File: src/sv/repgap_pkg.sv
`timescale 1ns / 1ps

package repgap_pkg;

   // item kinds carried in req_tuser
   localparam logic KIND_PACKET  = 1'b0;
   localparam logic KIND_SEGMENT = 1'b1;

   // replay extension match
   localparam logic [15:0] EXT_ID    = 16'hABAC;
   localparam logic [15:0] EXT_WORDS = 16'd3;

   // fixed point conversion
   localparam int unsigned SECS_W    = 32;
   localparam int unsigned NS_W      = 62;
   localparam int unsigned NSEC_W    = 30;
   localparam logic [NSEC_W-1:0] NS_PER_SEC = 30'd1000000000;
   localparam logic [NS_W-1:0] TIME_NONE_NS = 62'd4294967295999999999;

   // register reset value
   localparam logic [7:0] GAP_LIMIT_RESET = 8'd5;

   // flag byte bit positions
   localparam int unsigned FLAG_C = 7;
   localparam int unsigned FLAG_E = 6;
   localparam int unsigned FLAG_D = 5;
   localparam int unsigned FLAG_T = 4;

   // request tdata layout, lowest bit first
   localparam int unsigned REQ_SEGREV_LSB  = 0;
   localparam int unsigned REQ_PRESENT_LSB = 1;
   localparam int unsigned REQ_PROFILE_LSB = 2;
   localparam int unsigned REQ_LENGTH_LSB  = 18;
   localparam int unsigned REQ_SECS_LSB    = 34;
   localparam int unsigned REQ_FRAC_LSB    = 66;
   localparam int unsigned REQ_FLAGS_LSB   = 98;
   localparam int unsigned REQ_USED_W      = 106;
   localparam int unsigned REQ_DATA_W      = 112;

   // response tdata layout, lowest bit first
   localparam int unsigned RSP_NONE_BIT = 62;
   localparam int unsigned RSP_KEY_BIT  = 63;
   localparam int unsigned RSP_DISC_BIT = 64;
   localparam int unsigned RSP_EOS_BIT  = 65;
   localparam int unsigned RSP_GAP_BIT  = 66;
   localparam int unsigned RSP_DATA_W   = 72;

   // pipeline control toward the nanosecond unit
   typedef struct packed {
      logic mul_en;
      logic add_en;
      logic found;
   } time_ctl_type;

endpackage

File: src/sv/replay_extension_parse_gap_detect.sv
`timescale 1ns / 1ps

// channel  direction  handshake              payload
// req      in         req_tvalid/req_tready  tdata: packet fields, tuser: kind
// rsp      out        rsp_tvalid/rsp_tready  tdata: time and flags, tuser: ext_found
// csr      in         csr_valid/csr_ready    csr_data: gap limit in seconds
//
// one item per cycle sustained while rsp_tready stays high; a taken item passes the
// input register, the middle register (constant multiplies) and the result register (final add)
// exactly one result per item, in order, for packets and segment starts alike
// reset is synchronous and active high; the gap limit returns to 5 seconds
// a stalled rsp holds the three pipeline registers, then req_tready drops
// csr_ready is always high

module replay_extension_parse_gap_detect (
   input  logic                                clock,
   input  logic                                reset,
   input  logic                                req_tvalid,
   output logic                                req_tready,
   // segment_reverse, ext_present, ext_profile_id, ext_length_words,
   // ntp_seconds, ntp_fraction, flag_byte, zero fill
   input  logic [repgap_pkg::REQ_DATA_W-1:0]   req_tdata,
   // kind
   input  logic                                req_tuser,
   output logic                                rsp_tvalid,
   input  logic                                rsp_tready,
   // time_ns, time_none, clean_point, discontinuity, end_of_stream,
   // gap_event, zero fill
   output logic [repgap_pkg::RSP_DATA_W-1:0]   rsp_tdata,
   // ext_found
   output logic                                rsp_tuser,
   input  logic                                csr_valid,
   output logic                                csr_ready,
   input  logic [7:0]                          csr_data
);
   import repgap_pkg::*;

   // handshake and pipeline movement
   logic                  req_accept;
   logic                  out_ready;
   logic                  mid_ready;
   logic                  in_adv;
   logic                  mid_adv;
   time_ctl_type          ns_ctl;

   // input register
   logic                  in_valid_ff;
   logic                  in_kind_ff;
   logic [REQ_USED_W-1:0] in_data_ff;

   // middle register
   logic                  mid_valid_ff;
   logic                  mid_found_ff;
   logic                  mid_none_ff;
   logic                  mid_key_ff;
   logic                  mid_disc_ff;
   logic                  mid_eos_ff;
   logic                  mid_gap_ff;
   logic                  mid_found_in;
   logic                  mid_none_in;
   logic                  mid_gap_in;

   // result register
   logic                  rsp_valid_ff;
   logic                  rsp_found_ff;
   logic                  rsp_none_ff;
   logic                  rsp_key_ff;
   logic                  rsp_disc_ff;
   logic                  rsp_eos_ff;
   logic                  rsp_gap_ff;
   logic [NS_W-1:0]       time_ns;

   // state
   logic [7:0]            gap_limit_ff;
   logic                  first_packet_ff;
   logic                  reverse_mode_ff;
   logic [SECS_W-1:0]     last_key_ff;
   logic                  gap_pending_ff;
   logic                  first_packet_in;
   logic                  reverse_mode_in;
   logic [SECS_W-1:0]     last_key_in;
   logic                  gap_pending_in;

   // decoded fields
   logic                  f_segrev;
   logic                  f_present;
   logic [15:0]           f_profile;
   logic [15:0]           f_length;
   logic [SECS_W-1:0]     f_secs;
   logic [SECS_W-1:0]     f_frac;
   logic [7:0]            f_flags;
   logic                  is_segment;
   logic                  match;
   logic                  key;
   logic                  rev_check;
   logic [SECS_W-1:0]     diff;
   logic                  rev_gap;

   // pipeline movement, req_tready depends combinationally on rsp_tready
   assign out_ready  = !rsp_valid_ff || rsp_tready;
   assign mid_ready  = !mid_valid_ff || out_ready;
   assign req_tready = !in_valid_ff || mid_ready;
   assign req_accept = req_tvalid && req_tready;
   assign in_adv     = in_valid_ff && mid_ready;
   assign mid_adv    = mid_valid_ff && out_ready;
   assign csr_ready  = 1'b1;

   // field extraction
   assign f_segrev  = in_data_ff[REQ_SEGREV_LSB];
   assign f_present = in_data_ff[REQ_PRESENT_LSB];
   assign f_profile = in_data_ff[REQ_PROFILE_LSB +: 16];
   assign f_length  = in_data_ff[REQ_LENGTH_LSB +: 16];
   assign f_secs    = in_data_ff[REQ_SECS_LSB +: SECS_W];
   assign f_frac    = in_data_ff[REQ_FRAC_LSB +: SECS_W];
   assign f_flags   = in_data_ff[REQ_FLAGS_LSB +: 8];

   assign is_segment = (in_kind_ff == KIND_SEGMENT);
   assign match      = !is_segment && f_present && (f_profile == EXT_ID)
                       && (f_length == EXT_WORDS);
   assign key        = f_flags[FLAG_C];

   // reverse key-frame distance over the full 32-bit seconds
   assign rev_check = key && reverse_mode_ff && !first_packet_ff;
   assign diff      = (f_secs >= last_key_ff) ? (f_secs - last_key_ff)
                                              : (last_key_ff - f_secs);
   assign rev_gap   = rev_check && (diff > SECS_W'(gap_limit_ff));

   // state and result of the item in the input register
   always_comb begin
      first_packet_in = first_packet_ff;
      reverse_mode_in = reverse_mode_ff;
      last_key_in     = last_key_ff;
      gap_pending_in  = gap_pending_ff;
      mid_found_in    = 1'b0;
      mid_gap_in      = 1'b0;
      if (is_segment) begin
         first_packet_in = 1'b1;
         reverse_mode_in = f_segrev;
      end else if (match) begin
         mid_found_in    = 1'b1;
         if (first_packet_ff || rev_check) begin
            last_key_in = f_secs;
         end
         // pending forward gap fires here, reverse drops it silently
         mid_gap_in      = rev_gap || (gap_pending_ff && !reverse_mode_ff);
         gap_pending_in  = f_flags[FLAG_E];
         first_packet_in = 1'b0;
      end
   end

   assign mid_none_in = match && (&f_secs) && (&f_frac);

   // control registers
   always_ff @(posedge clock) begin
      if (reset) begin
         in_valid_ff     <= 1'b0;
         mid_valid_ff    <= 1'b0;
         rsp_valid_ff    <= 1'b0;
         gap_limit_ff    <= GAP_LIMIT_RESET;
         first_packet_ff <= 1'b1;
         reverse_mode_ff <= 1'b0;
         last_key_ff     <= '0;
         gap_pending_ff  <= 1'b0;
      end else begin
         if (req_tready) begin
            in_valid_ff <= req_tvalid;
         end
         if (mid_ready) begin
            mid_valid_ff <= in_valid_ff;
         end
         if (out_ready) begin
            rsp_valid_ff <= mid_valid_ff;
         end
         if (csr_valid && csr_ready) begin
            gap_limit_ff <= csr_data;
         end
         if (in_adv) begin
            first_packet_ff <= first_packet_in;
            reverse_mode_ff <= reverse_mode_in;
            last_key_ff     <= last_key_in;
            gap_pending_ff  <= gap_pending_in;
         end
      end
   end

   // payload registers
   always_ff @(posedge clock) begin
      if (req_accept) begin
         in_kind_ff <= req_tuser;
         in_data_ff <= req_tdata[REQ_USED_W-1:0];
      end
      if (in_adv) begin
         mid_found_ff <= mid_found_in;
         mid_none_ff  <= mid_none_in;
         mid_key_ff   <= match && key;
         mid_disc_ff  <= match && f_flags[FLAG_D];
         mid_eos_ff   <= match && f_flags[FLAG_T];
         mid_gap_ff   <= mid_gap_in;
      end
      if (mid_adv) begin
         rsp_found_ff <= mid_found_ff;
         rsp_none_ff  <= mid_none_ff;
         rsp_key_ff   <= mid_key_ff;
         rsp_disc_ff  <= mid_disc_ff;
         rsp_eos_ff   <= mid_eos_ff;
         rsp_gap_ff   <= mid_gap_ff;
      end
   end

   // nanosecond conversion, aligned with the middle and result registers
   assign ns_ctl.mul_en = in_adv;
   assign ns_ctl.add_en = mid_adv;
   assign ns_ctl.found  = mid_found_ff;

   repgap_ns u_ns (
      .clock   (clock),
      .ctl     (ns_ctl),
      .secs    (f_secs),
      .frac    (f_frac),
      .time_ns (time_ns)
   );

   // result channel
   assign rsp_tvalid = rsp_valid_ff;
   assign rsp_tuser  = rsp_found_ff;
   assign rsp_tdata  = {(RSP_DATA_W-RSP_GAP_BIT-1)'(0), rsp_gap_ff, rsp_eos_ff,
                        rsp_disc_ff, rsp_key_ff, rsp_none_ff, time_ns};

   // input side stalls only when every stage is full and the result waits
   assert property (@(posedge clock) disable iff (reset)
      !req_tready |-> (in_valid_ff && mid_valid_ff && rsp_valid_ff && !rsp_tready))
      else $error("input stalled with room in the pipeline");

   // an item without a matching extension gives an all-zero result
   assert property (@(posedge clock) disable iff (reset)
      (rsp_tvalid && !rsp_tuser) |-> (rsp_tdata == '0))
      else $error("unmatched item carries nonzero fields");

   // the all-ones timestamp converts to its known nanosecond value
   assert property (@(posedge clock) disable iff (reset)
      (rsp_tvalid && rsp_tdata[RSP_NONE_BIT]) |-> (time_ns == TIME_NONE_NS))
      else $error("no-time value converted wrongly");

   // a decoded packet with E set leaves a pending gap behind
   assert property (@(posedge clock) disable iff (reset)
      (in_adv && match && f_flags[FLAG_E]) |=> gap_pending_ff)
      else $error("E bit did not set the pending gap");

   // a gap is only reported on a decoded packet
   assert property (@(posedge clock) disable iff (reset)
      (rsp_tvalid && rsp_tdata[RSP_GAP_BIT]) |-> rsp_tuser)
      else $error("gap reported without an extension");

endmodule

File: src/sv/repgap_ns.sv
`timescale 1ns / 1ps

module repgap_ns (
   input  logic                             clock,
   input  repgap_pkg::time_ctl_type         ctl,
   input  logic [repgap_pkg::SECS_W-1:0]    secs,
   input  logic [repgap_pkg::SECS_W-1:0]    frac,
   output logic [repgap_pkg::NS_W-1:0]      time_ns
);
   import repgap_pkg::*;

   logic [NS_W-1:0]   secs_prod_in;
   logic [NS_W-1:0]   secs_prod_ff;
   logic [NS_W-1:0]   frac_prod;
   logic [NSEC_W-1:0] frac_ns_in;
   logic [NSEC_W-1:0] frac_ns_ff;
   logic [NS_W-1:0]   time_ns_in;
   logic [NS_W-1:0]   time_ns_ff;

   // first step: two constant multiplies
   assign secs_prod_in = NS_W'(secs) * NS_W'(NS_PER_SEC);
   assign frac_prod    = NS_W'(frac) * NS_W'(NS_PER_SEC);
   assign frac_ns_in   = frac_prod[NS_W-1:SECS_W];

   // second step: sum, zero when no extension matched
   assign time_ns_in = ctl.found ? (secs_prod_ff + NS_W'(frac_ns_ff)) : '0;

   always_ff @(posedge clock) begin
      if (ctl.mul_en) begin
         secs_prod_ff <= secs_prod_in;
         frac_ns_ff   <= frac_ns_in;
      end
      if (ctl.add_en) begin
         time_ns_ff <= time_ns_in;
      end
   end

   assign time_ns = time_ns_ff;

endmodule

File: config.mk
export PLATFORM = sky130hd
export DESIGN_NAME = replay_extension_parse_gap_detect
export DESIGN_NICKNAME = d
export VERILOG_FILES = /design/src/sv/repgap_pkg.sv /design/src/sv/replay_extension_parse_gap_detect.sv /design/src/sv/repgap_ns.sv
export SDC_FILE = /design/constraint.sdc
export NUM_CORES = 2
export LEC_CHECK = 0
export BUFFER_PORTS_ARGS = -buffer_cell sky130_fd_sc_hd__clkbuf_2
export CAP_MARGIN = 20
export CORE_MARGIN = 2
export CORE_UTILIZATION = 30
export DETAILED_ROUTE_END_ITERATION = 6
export PLACE_DENSITY = 0.43
export SYNTH_ARGS = -nofsm -noshare
export SYNTH_HDL_FRONTEND = slang
export SYNTH_HIERARCHICAL = 1
export SYNTH_SLANG_ARGS = --single-unit
File: constraint.sdc
create_clock -name clock -period 16.2 [get_ports clock]
set_clock_uncertainty 0.1 [all_clocks]
set_input_delay 2.43 -clock clock [delete_from_list [all_inputs] [get_ports clock]]
set_output_delay 2.43 -clock clock [all_outputs]
set_load 0.02 [all_outputs]
== Yosys cells after proc, flatten, opt, wreduce, memory -nomap -nowiden ==
Cells that the tools add are included.
W data, S select, Z words.

* Register bits after elaboration: 310
* Latch bits: 0
* RAM bits: 0
* ROM bits: 0
* Output and inout port bits: 76
* Logic and storage cells: 74
* Memories kept: 0

* $add $sub $neg: 3
* Multiply operators: 2
* Div/mod/pow operators: 0
* $lt $le $gt $ge: 2
* Equal/unequal tests: 2
* Shift operators: 0
* Mux-type cells: 4
* Bitwise gates (word level): 2
* Reduce and logical (&&, ||, !) cells: 34

{| class="wikitable"
|+ Operators by type and width
! operator !! number
|-
| $mul A32 B21 Y53 const B || 2
|-
| $reduce_and A32 Y1 || 2
|-
| $sub A32 B32 Y32 || 2
|-
| $add A62 B30 Y62 || 1
|-
| $ge A32 B32 Y1 || 1
|-
| $gt A32 B8 Y1 || 1
|-
| $mux W32 || 1
|-
| $eq A16 B16 Y1 const B || 1
|-
| $eq A16 B2 Y1 const B || 1
|-
| $logic_and A1 B1 Y1 || 15
|-
| $logic_not A1 Y1 || 6
|-
| $logic_or A1 B1 Y1 || 5
|-
| $reduce_and A2 Y1 || 2
|-
| $reduce_and A4 Y1 || 1
|-
| $mux W1 || 3
|-
| $reduce_and A3 Y1 || 1
|-
| $not A1 Y1 || 2
|-
| $reduce_bool A2 Y1 || 1
|-
| $reduce_or A2 Y1 || 1
|}

== Longest topological paths before layout ==
* Depth after elaboration: 6
* Mapped depth: 26
* Depth with buffers taken out: 24

== Cells and area by module ==
Netlist, hierarchy kept.

{| class="wikitable"
|+ Modules (own cells, without submodules)
! module !! instances !! cells each !! area each (um2) !! seq. area each (um2)
|-
| repgap_ns || 1 || 3107 || 32383.6 || 4354.2
|-
| replay_extension_parse_gap_detect || 1 || 1006 || 9565.4 || 4374.2
|}

== Least setup slack after synthesis ==
No wires, ideal clock.

* Kind: input-to-reg
* From: in rsp_tready
* To: reg in_data_ff[0], enable pin
* Library setup time: 626 ps
* Arrival time: 7688 ps
* Path slack: 7786 ps
* Stages: 2
* Path buffers: 0
* Cell sequence: nor2b_1 > a31oi_1

* Word-level cells in the longest chain between the ends: 4

{| class="wikitable"
|+ Ends and longest elaborated chain
! item !! RTL line !! source
|-
| from (decl) || replay_extension_parse_gap_detect.sv:26 || <nowiki>input logic rsp_tready,</nowiki>
|-
| $logic_or A1 B1 Y1 || replay_extension_parse_gap_detect.sv:100 || <nowiki>assign out_ready = !rsp_valid_ff || rsp_tready;</nowiki>
|-
| $logic_or A1 B1 Y1 || replay_extension_parse_gap_detect.sv:101 || <nowiki>assign mid_ready = !mid_valid_ff || out_ready;</nowiki>
|-
| $logic_or A1 B1 Y1 || replay_extension_parse_gap_detect.sv:102 || <nowiki>assign req_tready = !in_valid_ff || mid_ready;</nowiki>
|-
| $logic_and A1 B1 Y1 || replay_extension_parse_gap_detect.sv:103 || <nowiki>assign req_accept = req_tvalid && req_tready;</nowiki>
|-
| net req_accept || replay_extension_parse_gap_detect.sv:39 || <nowiki>logic req_accept;</nowiki>
|-
| to (signal assigned) || replay_extension_parse_gap_detect.sv:190 || <nowiki>in_data_ff <= req_tdata[REQ_USED_W-1:0];</nowiki>
|-
| to (decl) || replay_extension_parse_gap_detect.sv:49 || <nowiki>logic [REQ_USED_W-1:0] in_data_ff;</nowiki>
|}

The timed path passes the listed nets, and every way through them passes these cells.
A chain may end at the register's enable or synchronous reset.

== Worst setup path after layout ==
* From: reg in_data_ff[70]
* To: reg u_ns.frac_ns_ff[22], data pin

* Word-level cells in the longest chain between the ends: 1

{| class="wikitable"
|+ Ends and longest elaborated chain
! item !! RTL line !! source
|-
| $mul A32 B21 Y53 || repgap_ns.sv:22 || <nowiki>assign frac_prod = NS_W'(frac) * NS_W'(NS_PER_SEC);</nowiki>
|-
| net u_ns.frac_prod[54] || repgap_ns.sv:14 || <nowiki>logic [NS_W-1:0] frac_prod;</nowiki>
|-
| to (signal assigned) || repgap_ns.sv:31 || <nowiki>frac_ns_ff <= frac_ns_in;</nowiki>
|-
| to (decl) || repgap_ns.sv:16 || <nowiki>logic [NSEC_W-1:0] frac_ns_ff;</nowiki>
|}

The timed path passes the listed nets, and every way through them passes these cells.

==> impl_table.tex <==
\begin{tabular}{lr}
\hline
Metric & Value \\
\hline
\multicolumn{2}{l}{\textbf{Floorplan}} \\
\quad Die outline area & 143000 sq um \\
\quad Core Area & 139000 sq um \\
\quad Die width & 378 um \\
\quad Initial core utilization & 0.301 \\
\quad Number of top-level design ports & 202 \\
\quad Row Count & between 100 and 150 \\
\quad Overall die height & 378 um \\
\multicolumn{2}{l}{\textbf{Global route}} \\
\quad Antenna violations before repair & 8 \\
\quad Global-route wire length before repair & $\sim$180000 um \\
\quad Pin count of the biggest net entering global routing & 77 \\
\quad Global routing usage summed across all routing layers & 0.167 \\
\quad Global route total overflow & 0 \\
\quad Number of global-route vias before repair & approximately 30000 \\
\multicolumn{2}{l}{\textbf{Clock network}} \\
\quad Post\_cts resized & 0 \\
\quad TritonCTS clock tree & built \\
\quad CTS Root Cell & sky130\_fd\_sc\_hd\_\_clkbuf\_16 \\
\quad Buffers from clock root to sink, at most & 3 \\
\quad Post-CTS setup buffers & 0 \\
\quad Post-CTS Hold Fix Bufs & 0 \\
\quad H-tree depth & 2 \\
\quad Register clock-pin slew on the reported worst setup and hold paths & 50 ps \\
\quad Total number of clock tree sinks & 306 \\
\quad CTS buffer count & 42 \\
\quad Worst-skew pair later-pin latency & 630 ps \\
\multicolumn{2}{l}{\textbf{Layout}} \\
\quad Layout fillers & about 15000 \\
\quad Total area of multi-input combinational cells & a little under 30000 sq um \\
\quad Fraction of final layout cells with drive strength greater than 1 & 0.0733 \\
\quad Total area of sequential cells & 8730 sq um \\
\quad Area grow syn2layout & 10.6\% \\
\quad Final-stage net count & 5664 \\
\quad Final instance area & 46400 sq um \\
\multicolumn{2}{l}{\textbf{Detailed routing}} \\
\quad Final routed DRC violation total & 0 \\
\quad Overall routed net length & 117000 um \\
\quad Residual antenna-violating net count after detailed routing & 0 \\
\quad DR iter-0 viols & 1269 \\
\quad Detailed-route wire length per cell & 18.9 um \\
\quad Via total after detailed routing & approximately 28000 \\
\quad Number of search-and-repair iterations in the first detailed-routing pass & 5 \\
\quad Routed via count divided by cell count & 4.55 \\
\multicolumn{2}{l}{\textbf{Timing}} \\
\quad Unrepaired setup endpoints after global routing & false \\
\quad Final-layout setup total negative slack & 0 ps \\
\quad Final hold violation count & 0 \\
\quad Actual transition at the worst max-transition pin & 1100 ps \\
\quad Final Cycle Share & 0.484 \\
\quad Max-slew violations & 0 \\
\quad Hold Worst Slack & 318 ps \\
\quad Final number of setup-violating endpoints & 0 \\
\quad Worst slew slack as a fraction of its limit & 0.264 \\
\quad Upper clock frequency limit & $\sim$0.13 GHz \\
\quad Period minus WS final & 7840 ps \\
\multicolumn{2}{l}{\textbf{Worst setup path}} \\
\quad End of the worst register-to-register path & u\_ns/frac\_ns\_ff[22]\$\_DFFE\_PP\_ \\
\quad Setup slack of the worst register-to-register path & roughly 8400 ps \\
\quad FF-to-FF Start & in\_data\_ff[70]\$\_DFFE\_PP\_ \\
\quad Crit end category & flop \\
\quad Nature of the critical path startpoint & flop \\
\quad CP required & approximately 16000 ps \\
\quad Critical path data arrival time & approximately 8000 ps \\
\quad Highest net fanout along the worst path & 8 \\
\quad Worst Reg-to-Reg Cells & 20 \\
\quad Critical Setup Path Class & flop to flop \\
\multicolumn{2}{l}{\textbf{Logic synthesis}} \\
\quad Flops \& latches, synth & roughly 300 \\
\quad Most instantiated cells after synthesis & sky130\_fd\_sc\_hd\_\_inv\_1, sky130\_fd\_sc\_hd\_\_fa\_1, sky130\_fd\_sc\_hd\_\_ha\_1, sky130\_fd\_sc\_hd\_\_edfxtp\_1, sky130\_fd\_sc\_hd\_\_a21oi\_1 \\
\quad Fraction of synthesis flops using an asynchronous set or reset pin & 0 \\
\quad Post-synthesis sequential area ratio & 0.208 \\
\quad Top\_reg\_cell synth & sky130\_fd\_sc\_hd\_\_edfxtp\_1 \\
\quad Distinct cell type count after synthesis & 91 \\
\quad Mapped Cells & 4113 \\
\quad Synth top area cells & sky130\_fd\_sc\_hd\_\_fa\_1, sky130\_fd\_sc\_hd\_\_edfxtp\_1, sky130\_fd\_sc\_hd\_\_ha\_1, sky130\_fd\_sc\_hd\_\_inv\_1, sky130\_fd\_sc\_hd\_\_a21oi\_1 \\
\quad Synth top area share & 0.299 \\
\quad Post-synthesis instance area & roughly 42000 sq um \\
\quad Top cell type by total area after synthesis & sky130\_fd\_sc\_hd\_\_fa\_1 \\
\quad Number of flops mapped to enable cells by yosys & 260 \\
\quad Cell with the most instances after synthesis & sky130\_fd\_sc\_hd\_\_inv\_1 \\
\quad Avg Cell Area, Syn & 10.2 sq um \\
\quad Synth Warn \# & 6 \\
\multicolumn{2}{l}{\textbf{Placed design}} \\
\quad I/O Buffers & around 190 \\
\quad Routability congestion estimate from global placement & 0.865 \\
\quad Placed Instance Area & 45100 sq um \\
\quad Post-DP HPWL & 98200 um \\
\multicolumn{2}{l}{\textbf{Hold path}} \\
\quad Worst min path class & flop to flop \\
\quad Startpoint of the most critical hold path & mid\_key\_ff\$\_DFFE\_PP\_ \\
\quad Number of cells traversed by the worst hold path & 0 \\
\quad Worst Hold End & rsp\_key\_ff\$\_DFFE\_PP\_ \\
\multicolumn{2}{l}{\textbf{Status}} \\
\quad Outcome & finished, final reports clean \\
\multicolumn{2}{l}{\textbf{Job}} \\
\quad Count of max-cap constraint violations & 0 \\
\hline
\end{tabular}
## logic make-up after synthesis
family,synth area share
muxes,0.00262
DFF,0.208
xor gates and xnor gates,0.0309
and+or+nand+nor,0.0728
other,0.000179
AOI/OAI and AO/OA,0.0956
adders and majority gates,0.484
buffers and inverters,0.106
## state kept, by name (all words and copies together) (netlist names), 8 cells and up
| name | count |
|---|---|
| gap_limit_ff | 8 |
| in_data_ff | 102 |
| last_key_ff | 32 |
| u_ns/frac_ns_ff | 30 |
| u_ns/secs_prod_ff | 53 |
| u_ns/time_ns | 62 |
## critical path, stage by stage (launching register included)
cell and delay [ps]:
sky130_fd_sc_hd__edfxtp_1 710, sky130_fd_sc_hd__inv_1 240, sky130_fd_sc_hd__fa_1 580, sky130_fd_sc_hd__fa_1 440
sky130_fd_sc_hd__fa_1 530, sky130_fd_sc_hd__fa_1 440, sky130_fd_sc_hd__fa_1 490, sky130_fd_sc_hd__inv_1 50
sky130_fd_sc_hd__fa_1 450, sky130_fd_sc_hd__fa_1 470, sky130_fd_sc_hd__ha_1 500, sky130_fd_sc_hd__nand2_1 90
sky130_fd_sc_hd__o21ai_1 340, sky130_fd_sc_hd__o21ai_0 220, sky130_fd_sc_hd__a2111oi_2 450, sky130_fd_sc_hd__nor3_4 130
sky130_fd_sc_hd__a21oi_2 260, sky130_fd_sc_hd__nor2_1 110, sky130_fd_sc_hd__o41ai_1 640, sky130_fd_sc_hd__a21oi_1 180
sky130_fd_sc_hd__xnor2_1 160
## placed cells by master (no fill, tap or decap), types with 61 or more instances in the layout
| cell type | n |
|---|---|
| sky130_fd_sc_hd__a21o_1 | 92 |
| sky130_fd_sc_hd__o21ai_0 | 90 |
| sky130_fd_sc_hd__inv_1 | 1068 |
| sky130_fd_sc_hd__xor2_1 | 61 |
| sky130_fd_sc_hd__xnor2_1 | 87 |
| sky130_fd_sc_hd__clkbuf_2 | 185 |
| sky130_fd_sc_hd__edfxtp_1 | 260 |
| sky130_fd_sc_hd__ha_1 | 620 |
| sky130_fd_sc_hd__nand4_1 | 63 |
| sky130_fd_sc_hd__a21oi_1 | 249 |
| sky130_fd_sc_hd__nor2_1 | 114 |
| sky130_fd_sc_hd__nand2_1 | 195 |
| sky130_fd_sc_hd__fa_1 | 626 |
## per-stage QoR
| step | std cells | utilization | setup slack [ps] |
|---|---|---|---|
| floorplan | 4117 | - | 7790 |
| global placement | 6123 | 0.324 | 8330 |
| detailed placement | 6124 | 0.324 | 8340 |
| CTS | 6199 | 0.333 | 8320 |
| global route | 6202 | 0.333 | 7790 |
| finish | 6204 | 0.333 | 8360 |
## cell type report
type	instances	share of cell area
multi-input combinational	2656	0.621
antenna	5	0.000270
tap	1876	0.0506
inverter	1068	0.0864
timing repair buffer	218	0.0252
clock buffer	51	0.0234
sequential	306	0.188
clock inverter	24	0.00515
## how the worst max path moves through the flow
stage | from | endpoint | slack (ps) | cells after the start
after floorplan | rsp_tready | in_data_ff[0]$_DFFE_PP_ | 7790 | 2
after global placement | in_data_ff[69]$_DFFE_PP_ | u_ns/frac_ns_ff[22]$_DFFE_PP_ | 8330 | 20
after detailed placement | in_data_ff[69]$_DFFE_PP_ | u_ns/frac_ns_ff[22]$_DFFE_PP_ | 8340 | 20
after CTS | in_data_ff[69]$_DFFE_PP_ | u_ns/frac_ns_ff[22]$_DFFE_PP_ | 8320 | 20
after global routing | in_data_ff[69]$_DFFE_PP_ | u_ns/frac_ns_ff[22]$_DFFE_PP_ | 7790 | 20
final | in_data_ff[70]$_DFFE_PP_ | u_ns/frac_ns_ff[22]$_DFFE_PP_ | 8360 | 20
## per-layer routing
layer,wire (um),GRT usage,vias up
met3,3860,0.0216,109
met1,52800,0.221,14051
li1,-,-,13698
met5,0,0,-
met4,2540,0.0407,0
met2,57900,0.287,393
Power is not shown: default switching activity piles up to over one toggle a cycle in this logic, so the estimate is an artifact.
